$ cat config.mk
export PLATFORM = sky130hd
export DESIGN_NAME = screen_transition_pixel_effect_unit
export DESIGN_NICKNAME = d
export VERILOG_FILES = /design/src/sv/stpe_pkg.sv /design/src/sv/stpe_geom.sv /design/src/sv/stpe_square.sv /design/src/sv/stpe_resolve.sv /design/src/sv/screen_transition_pixel_effect_unit.sv
export SDC_FILE = /design/constraint.sdc
export NUM_CORES = 2
export LEC_CHECK = 0
export BUFFER_PORTS_ARGS = -buffer_cell sky130_fd_sc_hd__buf_4
export CAP_MARGIN = 20
export CORE_MARGIN = 4
export CORE_UTILIZATION = 55
export DETAILED_ROUTE_END_ITERATION = 6
export PLACE_DENSITY = 0.71
export SYNTH_ARGS = -nofsm -noshare
export SYNTH_HDL_FRONTEND = slang
export SYNTH_SLANG_ARGS = --single-unit
$ cat constraint.sdc
create_clock -name clk -period 12.2 [get_ports clk]
set_input_delay 2.44 -clock clk [delete_from_list [all_inputs] [get_ports clk]]
set_output_delay 2.44 -clock clk [all_outputs]
set_load 0.005 [all_outputs]
$ cat src/sv/stpe_pkg.sv
// Shared types, constants and pixel scaling for the screen transition pixel unit.
`default_nettype none

package stpe_pkg;

  // Parameter defaults
  localparam int PIXEL_BITS_DEF = 16;
  localparam int MAX_DIM_DEF    = 1024;

  // Port widths
  localparam int PIX_W      = 16;
  localparam int POS_W      = 10;
  localparam int CFG_IDX_W  = 3;
  localparam int CFG_DATA_W = 11;
  localparam int DIM_REG_W  = 11;
  localparam int Q_W        = 9;

  // Internal widths, sized for the largest frame the registers can describe
  localparam int DIM_W = 13;              // clamped frame size
  localparam int OFS_W = 14;              // signed offsets around the centre
  localparam int LV_W  = 15;              // signed wipe line value
  localparam int SQ_W  = 25;              // squared distances and their sums
  localparam int R2P_W = SQ_W + Q_W;      // radius squared before the Q8 shift
  localparam int FRP_W = DIM_W + 1 + Q_W; // wipe front before the Q8 shift

  localparam logic [Q_W-1:0] Q_ONE  = 9'd256;
  localparam logic [Q_W-1:0] Q_HALF = 9'd128;

  typedef enum logic [1:0] {
    EFFECT_FADE,
    EFFECT_IRIS,
    EFFECT_WIPE,
    EFFECT_PASS
  } effect_t;

  typedef enum logic [1:0] {
    CORNER_NW,
    CORNER_SE,
    CORNER_SW,
    CORNER_NE
  } corner_t;

  typedef enum logic [CFG_IDX_W-1:0] {
    REG_EFFECT,
    REG_DIRECTION,
    REG_PROGRESS,
    REG_CORNER,
    REG_WIDTH,
    REG_HEIGHT,
    REG_CENTER_X,
    REG_CENTER_Y
  } reg_idx_t;

  typedef struct packed {
    effect_t                      effect;
    logic                         dir_in;
    logic [Q_W-1:0]               progress;
    corner_t                      corner;
    logic [DIM_REG_W-1:0]         width;
    logic [DIM_REG_W-1:0]         height;
    logic signed [DIM_REG_W-1:0]  center_x;
    logic signed [DIM_REG_W-1:0]  center_y;
  } cfg_t;

  // Load enables of the five pipeline stages
  typedef struct packed {
    logic a;
    logic b;
    logic c;
    logic d;
    logic e;
  } pipe_en_t;

  typedef struct packed {
    effect_t                  effect;
    logic                     dir_in;
    logic [PIX_W-1:0]         px;
    logic signed [OFS_W-1:0]  dx;
    logic signed [OFS_W-1:0]  dy;
    logic [DIM_W-1:0]         dxm;
    logic [DIM_W-1:0]         dym;
    logic signed [LV_W-1:0]   lv;
    logic [DIM_W:0]           wh;
    logic [Q_W-1:0]           f;
    logic [Q_W-1:0]           p;
  } stage_a_t;

  typedef struct packed {
    effect_t                  effect;
    logic                     dir_in;
    logic [PIX_W-1:0]         px;
    logic [PIX_W-1:0]         faded;
    logic [SQ_W-1:0]          dx2;
    logic [SQ_W-1:0]          dy2;
    logic [SQ_W-1:0]          dxm2;
    logic [SQ_W-1:0]          dym2;
    logic signed [LV_W-1:0]   lv;
    logic [FRP_W-1:0]         front_prod;
    logic [Q_W-1:0]           f;
    logic [Q_W-1:0]           p;
  } stage_b_t;

  typedef struct packed {
    effect_t          effect;
    logic             dir_in;
    logic [PIX_W-1:0] px;
    logic [PIX_W-1:0] faded;
    logic [SQ_W-1:0]  d2;
    logic [SQ_W-1:0]  max2;
    logic             lt;
    logic             gt;
    logic [Q_W-1:0]   f;
    logic [Q_W-1:0]   p;
  } stage_c_t;

  typedef struct packed {
    effect_t          effect;
    logic             dir_in;
    logic [PIX_W-1:0] px;
    logic [PIX_W-1:0] faded;
    logic [SQ_W-1:0]  d2;
    logic [R2P_W-1:0] r2p;
    logic             lt;
    logic             gt;
    logic [Q_W-1:0]   p;
  } stage_d_t;

  // Scale each packed channel by a Q8 factor (RGB565, or RGB332 in the low byte)
  function automatic logic [PIX_W-1:0] scale_pixel(input logic [PIX_W-1:0] px,
                                                   input logic [Q_W-1:0]   f,
                                                   input logic             wide);
    logic [Q_W+5:0]   r_p;
    logic [Q_W+5:0]   g_p;
    logic [Q_W+5:0]   b_p;
    logic [PIX_W-1:0] res;
    if (wide) begin
      r_p = px[15:11] * f;
      g_p = px[10:5] * f;
      b_p = px[4:0] * f;
      res = {r_p[12:8], g_p[13:8], b_p[12:8]};
    end else begin
      r_p = px[7:5] * f;
      g_p = px[4:2] * f;
      b_p = px[1:0] * f;
      res = {8'h00, r_p[10:8], g_p[10:8], b_p[9:8]};
    end
    return res;
  endfunction

endpackage

`default_nettype wire

$ cat src/sv/stpe_geom.sv
// Stage A: clamp the frame, pick the factor, and form offsets and the wipe line value.
`default_nettype none

module stpe_geom #(
  parameter int PIXEL_BITS = stpe_pkg::PIXEL_BITS_DEF,
  parameter int MAX_DIM    = stpe_pkg::MAX_DIM_DEF
) (
  input  wire logic                        clk,
  input  wire stpe_pkg::pipe_en_t          en,
  input  wire stpe_pkg::cfg_t              cfg,
  input  wire logic [stpe_pkg::PIX_W-1:0]  in_pixel,
  input  wire logic [stpe_pkg::POS_W-1:0]  in_x,
  input  wire logic [stpe_pkg::POS_W-1:0]  in_y,
  output stpe_pkg::stage_a_t               sa_r
);
  import stpe_pkg::*;

  localparam logic [DIM_W-1:0] DIM_MAX = DIM_W'(MAX_DIM);
  localparam bit               WIDE    = (PIXEL_BITS >= 16);

  logic [DIM_W-1:0]        w;
  logic [DIM_W-1:0]        h;
  logic [Q_W-1:0]          p;
  logic signed [OFS_W-1:0] cx;
  logic signed [OFS_W-1:0] cy;
  logic signed [OFS_W-1:0] ex;
  logic signed [OFS_W-1:0] ey;
  logic signed [LV_W-1:0]  xl;
  logic signed [LV_W-1:0]  yl;
  logic signed [LV_W-1:0]  wl;
  logic signed [LV_W-1:0]  hl;
  stage_a_t                sa_nxt;

  // Clamp frame size and progress
  always_comb begin
    if (cfg.width == '0) begin
      w = DIM_W'(1);
    end else if (DIM_W'(cfg.width) > DIM_MAX) begin
      w = DIM_MAX;
    end else begin
      w = DIM_W'(cfg.width);
    end
    if (cfg.height == '0) begin
      h = DIM_W'(1);
    end else if (DIM_W'(cfg.height) > DIM_MAX) begin
      h = DIM_MAX;
    end else begin
      h = DIM_W'(cfg.height);
    end
    p = (cfg.progress > Q_ONE) ? Q_ONE : cfg.progress;
  end

  // Resolve the iris centre and the far edge distances
  always_comb begin
    cx = cfg.center_x[DIM_REG_W-1] ? OFS_W'(w >> 1) : OFS_W'(cfg.center_x[DIM_REG_W-2:0]);
    cy = cfg.center_y[DIM_REG_W-1] ? OFS_W'(h >> 1) : OFS_W'(cfg.center_y[DIM_REG_W-2:0]);
    ex = OFS_W'(w) - OFS_W'(1) - cx;
    ey = OFS_W'(h) - OFS_W'(1) - cy;
    xl = LV_W'(in_x);
    yl = LV_W'(in_y);
    wl = LV_W'(w);
    hl = LV_W'(h);
  end

  // Build the stage word
  always_comb begin
    sa_nxt.effect = cfg.effect;
    sa_nxt.dir_in = cfg.dir_in;
    sa_nxt.px     = WIDE ? in_pixel : {8'h00, in_pixel[7:0]};
    sa_nxt.dx     = OFS_W'(in_x) - cx;
    sa_nxt.dy     = OFS_W'(in_y) - cy;
    sa_nxt.dxm    = (cx >= ex) ? DIM_W'(cx) : DIM_W'(ex);
    sa_nxt.dym    = (cy >= ey) ? DIM_W'(cy) : DIM_W'(ey);
    sa_nxt.wh     = {1'b0, w} + {1'b0, h};
    sa_nxt.p      = p;
    sa_nxt.f      = cfg.dir_in ? p : (Q_ONE - p);
    case (cfg.corner)
      CORNER_NW: sa_nxt.lv = xl + yl;
      CORNER_SE: sa_nxt.lv = (wl - LV_W'(1) - xl) + (hl - LV_W'(1) - yl);
      CORNER_SW: sa_nxt.lv = xl + (hl - LV_W'(1) - yl);
      CORNER_NE: sa_nxt.lv = (wl - LV_W'(1) - xl) + yl;
      default:   sa_nxt.lv = xl + yl;
    endcase
  end

  // Advance stage A
  always_ff @(posedge clk) begin
    if (en.a) begin
      sa_r <= sa_nxt;
    end
  end

endmodule

`default_nettype wire

$ cat src/sv/stpe_square.sv
// Stages B and C: squares, fade products and wipe front, then distance sums and compares.
`default_nettype none

module stpe_square #(
  parameter int PIXEL_BITS = stpe_pkg::PIXEL_BITS_DEF
) (
  input  wire logic               clk,
  input  wire stpe_pkg::pipe_en_t en,
  input  wire stpe_pkg::stage_a_t sa,
  output stpe_pkg::stage_c_t      sc_r
);
  import stpe_pkg::*;

  localparam bit WIDE = (PIXEL_BITS >= 16);

  logic signed [2*OFS_W-1:0] dx_sq;
  logic signed [2*OFS_W-1:0] dy_sq;
  logic [2*DIM_W-1:0]        dxm_sq;
  logic [2*DIM_W-1:0]        dym_sq;
  logic [FRP_W-1:0]          frp;
  logic signed [LV_W-1:0]    front_s;
  stage_b_t                  sb_nxt;
  stage_b_t                  sb_r;
  stage_c_t                  sc_nxt;

  // Stage B: square the offsets, scale the pixel, form the front product
  always_comb begin
    dx_sq  = sa.dx * sa.dx;
    dy_sq  = sa.dy * sa.dy;
    dxm_sq = sa.dxm * sa.dxm;
    dym_sq = sa.dym * sa.dym;
    frp    = sa.wh * sa.p;

    sb_nxt.effect     = sa.effect;
    sb_nxt.dir_in     = sa.dir_in;
    sb_nxt.px         = sa.px;
    sb_nxt.faded      = scale_pixel(sa.px, sa.f, WIDE);
    sb_nxt.dx2        = dx_sq[SQ_W-1:0];
    sb_nxt.dy2        = dy_sq[SQ_W-1:0];
    sb_nxt.dxm2       = dxm_sq[SQ_W-1:0];
    sb_nxt.dym2       = dym_sq[SQ_W-1:0];
    sb_nxt.lv         = sa.lv;
    sb_nxt.front_prod = frp;
    sb_nxt.f          = sa.f;
    sb_nxt.p          = sa.p;
  end

  always_ff @(posedge clk) begin
    if (en.b) begin
      sb_r <= sb_nxt;
    end
  end

  // Stage C: sum the squares and compare the line value with the front
  always_comb begin
    front_s = LV_W'(sb_r.front_prod >> 8);

    sc_nxt.effect = sb_r.effect;
    sc_nxt.dir_in = sb_r.dir_in;
    sc_nxt.px     = sb_r.px;
    sc_nxt.faded  = sb_r.faded;
    sc_nxt.d2     = sb_r.dx2 + sb_r.dy2;
    sc_nxt.max2   = sb_r.dxm2 + sb_r.dym2;
    sc_nxt.lt     = (sb_r.lv < front_s);
    sc_nxt.gt     = (sb_r.lv > front_s);
    sc_nxt.f      = sb_r.f;
    sc_nxt.p      = sb_r.p;
  end

  always_ff @(posedge clk) begin
    if (en.c) begin
      sc_r <= sc_nxt;
    end
  end

endmodule

`default_nettype wire

$ cat src/sv/stpe_resolve.sv
// Stages D and E: scale the iris radius, then pick the output pixel per effect.
`default_nettype none

module stpe_resolve #(
  parameter int PIXEL_BITS = stpe_pkg::PIXEL_BITS_DEF
) (
  input  wire logic                       clk,
  input  wire stpe_pkg::pipe_en_t         en,
  input  wire stpe_pkg::stage_c_t         sc,
  output logic [stpe_pkg::PIX_W-1:0]      pixel_r
);
  import stpe_pkg::*;

  localparam bit WIDE = (PIXEL_BITS >= 16);

  logic [R2P_W-1:0]   r2p_full;
  stage_d_t           sd_nxt;
  stage_d_t           sd_r;
  logic [R2P_W-9:0]   r2;
  logic               iris_off;
  logic [PIX_W-1:0]   half_px;
  logic [PIX_W-1:0]   pixel_nxt;

  // Stage D: radius squared times the factor
  always_comb begin
    r2p_full = sc.max2 * sc.f;

    sd_nxt.effect = sc.effect;
    sd_nxt.dir_in = sc.dir_in;
    sd_nxt.px     = sc.px;
    sd_nxt.faded  = sc.faded;
    sd_nxt.d2     = sc.d2;
    sd_nxt.r2p    = r2p_full;
    sd_nxt.lt     = sc.lt;
    sd_nxt.gt     = sc.gt;
    sd_nxt.p      = sc.p;
  end

  always_ff @(posedge clk) begin
    if (en.d) begin
      sd_r <= sd_nxt;
    end
  end

  // Stage E: select the result
  always_comb begin
    r2       = sd_r.r2p[R2P_W-1:8];
    iris_off = (!sd_r.dir_in && (r2 == '0)) || ((R2P_W-8)'(sd_r.d2) > r2);
    half_px  = scale_pixel(sd_r.px, Q_HALF, WIDE);
    case (sd_r.effect)
      EFFECT_FADE: pixel_nxt = sd_r.faded;
      EFFECT_IRIS: pixel_nxt = iris_off ? '0 : sd_r.px;
      EFFECT_WIPE: begin
        if (sd_r.lt) begin
          pixel_nxt = sd_r.dir_in ? sd_r.px : '0;
        end else if (sd_r.gt) begin
          pixel_nxt = sd_r.dir_in ? '0 : sd_r.px;
        end else if (sd_r.p != '0) begin
          pixel_nxt = half_px;
        end else begin
          pixel_nxt = sd_r.dir_in ? '0 : sd_r.px;
        end
      end
      EFFECT_PASS: pixel_nxt = sd_r.px;
      default:     pixel_nxt = sd_r.px;
    endcase
  end

  always_ff @(posedge clk) begin
    if (en.e) begin
      pixel_r <= pixel_nxt;
    end
  end

endmodule

`default_nettype wire

$ cat src/sv/screen_transition_pixel_effect_unit.sv
// Top level: configuration registers, pipeline control and the three stage blocks.
//
// Usage: pixels enter on the in_ channel (pixel, column, row) and leave on the
// out_ channel, one result word for every input word, in order. Both channels
// use valid/ready; a word moves when valid and ready are high at a clock edge.
// The cfg_ channel writes one register per word (cfg_index selects it).
// The pipeline stages are A (clamp, offsets), B (multipliers),
// C (sums, compares), D (radius multiply), E (select, output register).
// One pixel per clock while out_ready is high and no cfg word is pending;
// the multipliers of stages B and D set the stage depth. A stalled out_ready
// freezes words with only full stages ahead; gaps close, none lost or repeated.
// cfg_ready is high only while the pipeline is empty, and a pending cfg word
// holds off new pixels, so every pixel sees one settled configuration.
// Synchronous active-low reset empties the pipeline and loads the register
// defaults: pass through, direction out, progress 0, corner NW, 240x240 frame,
// centre at the frame middle.
`default_nettype none

module screen_transition_pixel_effect_unit #(
  parameter int PIXEL_BITS = stpe_pkg::PIXEL_BITS_DEF,
  parameter int MAX_DIM    = stpe_pkg::MAX_DIM_DEF
) (
  input  wire logic                             clk,
  input  wire logic                             rst_n,
  input  wire logic                             in_valid,
  output logic                                  in_ready,
  input  wire logic [stpe_pkg::PIX_W-1:0]       in_pixel_in,
  input  wire logic [stpe_pkg::POS_W-1:0]       in_x_pos,
  input  wire logic [stpe_pkg::POS_W-1:0]       in_y_pos,
  output logic                                  out_valid,
  input  wire logic                             out_ready,
  output logic [stpe_pkg::PIX_W-1:0]            out_pixel_out,
  input  wire logic                             cfg_valid,
  output logic                                  cfg_ready,
  input  wire logic [stpe_pkg::CFG_IDX_W-1:0]   cfg_index,
  input  wire logic [stpe_pkg::CFG_DATA_W-1:0]  cfg_data
);
  import stpe_pkg::*;

  effect_t                     effect_r;
  logic                        dir_in_r;
  logic [Q_W-1:0]              progress_r;
  corner_t                     corner_r;
  logic [DIM_REG_W-1:0]        width_r;
  logic [DIM_REG_W-1:0]        height_r;
  logic signed [DIM_REG_W-1:0] center_x_r;
  logic signed [DIM_REG_W-1:0] center_y_r;
  cfg_t                        cfg;

  logic     v_a_r;
  logic     v_b_r;
  logic     v_c_r;
  logic     v_d_r;
  logic     v_e_r;
  logic     rdy_a;
  logic     rdy_b;
  logic     rdy_c;
  logic     rdy_d;
  logic     rdy_e;
  pipe_en_t en;

  stage_a_t sa;
  stage_c_t sc;

  // Configuration registers
  always_ff @(posedge clk) begin
    if (!rst_n) begin
      effect_r   <= EFFECT_PASS;
      dir_in_r   <= 1'b0;
      progress_r <= '0;
      corner_r   <= CORNER_NW;
      width_r    <= DIM_REG_W'(240);
      height_r   <= DIM_REG_W'(240);
      center_x_r <= '1;
      center_y_r <= '1;
    end else if (cfg_valid && cfg_ready) begin
      case (reg_idx_t'(cfg_index))
        REG_EFFECT:    effect_r   <= effect_t'(cfg_data[1:0]);
        REG_DIRECTION: dir_in_r   <= cfg_data[0];
        REG_PROGRESS:  progress_r <= cfg_data[Q_W-1:0];
        REG_CORNER:    corner_r   <= corner_t'(cfg_data[1:0]);
        REG_WIDTH:     width_r    <= cfg_data;
        REG_HEIGHT:    height_r   <= cfg_data;
        REG_CENTER_X:  center_x_r <= cfg_data;
        REG_CENTER_Y:  center_y_r <= cfg_data;
        default:       ;
      endcase
    end
  end

  always_comb begin
    cfg.effect   = effect_r;
    cfg.dir_in   = dir_in_r;
    cfg.progress = progress_r;
    cfg.corner   = corner_r;
    cfg.width    = width_r;
    cfg.height   = height_r;
    cfg.center_x = center_x_r;
    cfg.center_y = center_y_r;
  end

  // Stage ready chain: a stage loads when it is empty or its successor loads
  assign rdy_e = !v_e_r || out_ready;
  assign rdy_d = !v_d_r || rdy_e;
  assign rdy_c = !v_c_r || rdy_d;
  assign rdy_b = !v_b_r || rdy_c;
  assign rdy_a = !v_a_r || rdy_b;

  always_comb begin
    en.a = rdy_a;
    en.b = rdy_b;
    en.c = rdy_c;
    en.d = rdy_d;
    en.e = rdy_e;
  end

  assign in_ready  = rdy_a && !cfg_valid;
  assign cfg_ready = !(v_a_r || v_b_r || v_c_r || v_d_r || v_e_r);
  assign out_valid = v_e_r;

  // Advance the valid bits with the data
  always_ff @(posedge clk) begin
    if (!rst_n) begin
      v_a_r <= 1'b0;
      v_b_r <= 1'b0;
      v_c_r <= 1'b0;
      v_d_r <= 1'b0;
      v_e_r <= 1'b0;
    end else begin
      if (rdy_a) v_a_r <= in_valid && in_ready;
      if (rdy_b) v_b_r <= v_a_r;
      if (rdy_c) v_c_r <= v_b_r;
      if (rdy_d) v_d_r <= v_c_r;
      if (rdy_e) v_e_r <= v_d_r;
    end
  end

  stpe_geom #(
    .PIXEL_BITS (PIXEL_BITS),
    .MAX_DIM    (MAX_DIM)
  ) u_geom (
    .clk      (clk),
    .en       (en),
    .cfg      (cfg),
    .in_pixel (in_pixel_in),
    .in_x     (in_x_pos),
    .in_y     (in_y_pos),
    .sa_r     (sa)
  );

  stpe_square #(
    .PIXEL_BITS (PIXEL_BITS)
  ) u_square (
    .clk  (clk),
    .en   (en),
    .sa   (sa),
    .sc_r (sc)
  );

  stpe_resolve #(
    .PIXEL_BITS (PIXEL_BITS)
  ) u_resolve (
    .clk     (clk),
    .en      (en),
    .sc      (sc),
    .pixel_r (out_pixel_out)
  );

`ifndef SYNTHESIS
  a_accept_enters_a: assert property (@(posedge clk) disable iff (!rst_n)
    (in_valid && in_ready) |=> v_a_r)
    else $error("accepted pixel did not reach stage A");

  a_d_reaches_out: assert property (@(posedge clk) disable iff (!rst_n)
    (v_d_r && rdy_e) |=> out_valid)
    else $error("stage D word lost on its way to the output");

  a_cfg_isolated: assert property (@(posedge clk) disable iff (!rst_n)
    (cfg_valid && cfg_ready) |-> (!out_valid && !(in_valid && in_ready)))
    else $error("configuration write overlapped pixel traffic");

  a_narrow_high_zero: assert property (@(posedge clk) disable iff (!rst_n)
    (out_valid && (PIXEL_BITS < 16)) |-> (out_pixel_out[PIX_W-1:8] == 8'h00))
    else $error("high byte set in eight-bit pixel format");
`endif

endmodule

`default_nettype wire

==> flow_summary.yaml <==
drt:
  drt_iter0_drc: 2381
  first_pass_iters: 6
  final_antenna_net_count: 0
  wl_um: 133000
  dr_total_vias: 40100
  wire_per_inst_um: 18.1
  wl_met2_um: 64800
  drc: 0
  top_layer: "met4"
  via_per_inst: 5.43
  wl_met1_um: 57900
  wl_met3_um: 6510
clock_tree:
  ctsHoldBuffers: 0
  clock_path_buffers: 3
  clkSlewWorstSetupHoldPaths_ns: 0.06
  post_cts_buffers: 0
  insertion_delay_ns: 0.66
  clkSinkCount: 575
  cts_htree_levels: 3
  cts_buffers: 69
  post_cts_resized: 0
  cts_root_buffer: "clkbuf_16"
  cts_tree: "built"
setup_path:
  crit_path_cell_trace: "buf_4 -> nor2b_1 -> and2_1 -> nand2_4 -> nor2_1 -> a21oi_1 -> buf_4"
  crit_required_ns: 9.76
  cp_num_buf_inv: 2
  worstSetupPathType: "input port to primary output"
  end_kind: "primary output"
  critical_path.max_stage_delay_ns: 0.61
  cp_slowest_cell: "nor2_1"
  cp-start-kind: "input port"
  crit_path_frequent_cell: "buf_4"
  cp_top_family: "simple AND/OR/NAND/NOR gates"
  crit_fanout: 37
  cp.arrival_ns: 4.34
die:
  num_rows: 121
  die_x_um: 340
  io_pins: 74
  die_area_sq_um: 116000
  die_y_um: 340
  core_sq_um: 109000
  start_util_pct: 55.6
timing:
  setup-tns-final_ns: 0
  worstMarginPinSlew_ns: 1.02
  slew_headroom_pct: 30.1
  fmaxAchievable_mhz: 148
  setup_viol: 0
  clock_skew_ns: 0.0342
  period_minus_slack_ns: 6.78
  finalCritPeriodShare_pct: 55.5
  finalHoldViolations: 0
  rsz0062_at_grt: "no"
  drv_slew: 0
logic_synthesis:
  ys_seq_area_share_pct: 27.4
  synth.distinct_cells: 83
  synthArstFlopShare_pct: 0
  synth-edff-count: 512
  netlist_instances: 5866
  synthesis.area_sq_um: 60700
  synth_top_flop_cell: "edfxtp_1"
  ys_warn_count: 0
  syn_avg_cell_area_sq_um: 10.3
  synth_seq_cells: 575
status:
  outcome: "complete, no violations"
placement:
  routabilityCongestion: 0.936
  io_buffers: 73
  dp_hpwl_um: 108000
global_route:
  grt_pass1_vias: 41600
  grt_max_degree: 109
  grt_pass1_wl_um: 218000
  grt.total_usage_pct: 23.6
  antenna_found_initial: 3
  overflow: 0
finish:
  layout.nets: 7319
  fillers: 9001
  antenna_cells: 0
  drive_gt1_share_pct: 4.35
  syn_to_final_growth_pct: 7.06
run:
  drv_cap: 0
min_path:
  min_path_type: "flop to flop"
## registers in the layout, summed over array words and instances, names as in the netlist, 2 cells and up
register	cells
corner_r	2
width_r	11
center_x_r	11
height_r	11
u_resolve.sd_r	71
center_y_r	11
u_resolve.pixel_r	16
effect_r	2
progress_r	9
u_square.front_s	15
u_resolve.r2	26
u_geom.sa_r	117
u_square.sc_r	104
u_square.sb_r	163
## cells in the final DEF (no fill, tap or decap), types with 48 or more instances in the layout
cell / count
mux2i_1: 59
a21oi_1: 182
and2_1: 388
fa_1: 812
buf_4: 90
edfxtp_1: 512
nand2_1: 609
clkbuf_16: 69
a21o_1: 83
nor2b_1: 87
inv_1: 1017
nor3_1: 73
xnor2_1: 217
nand2b_1: 48
ha_1: 607
nand3_1: 79
dfxtp_1: 63
xor2_1: 97
nor2_1: 246
o21ai_0: 121
## cells in the mapped netlist, types with 8 or more instances
library cell | n | area (sq um)
a211oi_1 | 17 | 128
a21boi_0 | 30 | 225
a21o_1 | 83 | 623
a21oi_1 | 182 | 911
a31oi_1 | 21 | 131
and2_1 | 388 | 2430
and3_1 | 33 | 206
buf_2 | 8 | 40.0
clkbuf_1 | 171 | 642
dfxtp_1 | 63 | 1260
edfxtp_1 | 512 | 15400
fa_1 | 812 | 16300
ha_1 | 607 | 7590
inv_1 | 1019 | 3820
mux2_2 | 12 | 135
mux2i_1 | 59 | 591
nand2_1 | 611 | 2290
nand2b_1 | 48 | 300
nand3_1 | 79 | 395
nand4_1 | 18 | 113
nor2_1 | 246 | 923
nor2b_1 | 87 | 544
nor3_1 | 73 | 365
nor4_1 | 11 | 68.8
o211ai_1 | 13 | 97.6
o21a_1 | 37 | 278
o21ai_0 | 121 | 606
o21bai_1 | 25 | 188
or2_2 | 14 | 87.6
or3_1 | 18 | 113
xnor2_1 | 217 | 1900
xor2_1 | 97 | 850
## metrics by stage
step	utilization [%]	instances	hold WS (ns)	instance area [sq um]	setup slack, ns
after detailed placement	57.3	7248	0.405	62500	5.34
final	59.5	7378	0.410	65000	5.42
after floorplan	-	5867	0.400	60700	2.93
after global routing	59.5	7378	0.421	65000	5.04
after global placement	57.3	7248	0.401	62500	5.43
after CTS	59.5	7376	0.413	65000	5.41
## path summary, 6_finish.rpt
| path | from | endpoint | slack, ns | cells past startpoint |
|---|---|---|---|---|
| setup / recovery | out_ready | in_ready | 5.42 | 7 |
| hold / removal | u_square.sc_r[91] | u_resolve.sd_r[91] | 0.41 | 0 |
| setup reg to reg | u_geom.sa_r[91] | u_square.sb_r[154] | 5.46 | 21 |
| hold reg to reg | u_square.sc_r[91] | u_resolve.sd_r[91] | 0.41 | 0 |
## worst reg2reg max path: stages (launching register included)
cell	delay (ns)
edfxtp_1	0.65
and2_1	0.31
fa_1	0.58
inv_1	0.07
fa_1	0.49
inv_1	0.05
fa_1	0.49
inv_1	0.05
fa_1	0.49
fa_1	0.50
inv_1	0.05
fa_1	0.43
ha_1	0.22
nor2_1	0.20
o211ai_1	0.12
a21oi_1	0.34
o31a_1	0.22
a21oi_1	0.09
and4_1	0.21
a2111oi_0	0.61
a21oi_1	0.16
xor2_1	0.17
## layer usage
metal  vias to the layer above  track usage (%)
met1                     20000             32.3
met2                       950             39.5
li1                      18900                -
met5                         -                0
met3                       218             3.11
met4                         0             7.02
## layout make-up
type | instances | area [sq um] | area share [%]
sequential | 575 | 16600 | 25.6
inverter | 1020 | 3840 | 5.91
tap | 1476 | 1850 | 2.84
clock inverter | 50 | 623 | 0.959
multi-input combinational | 4087 | 39500 | 60.9
clock buffer | 78 | 1790 | 2.76
timing repair buffer | 92 | 692 | 1.07
## logic make-up after synthesis
group,count (synthesis),synth area share (%)
buf+inv,1205,7.47
flops,575,27.4
compound gates,626,6.75
fa+ha+maj,1420,39.3
simple gates,1653,13.3
mux,72,1.22
other cells,1,0.00618
xor+xnor,314,4.53
Power is left out: the tool's default activity adds up to more than one toggle a clock period on the data nets, which glitch-free logic cannot reach.
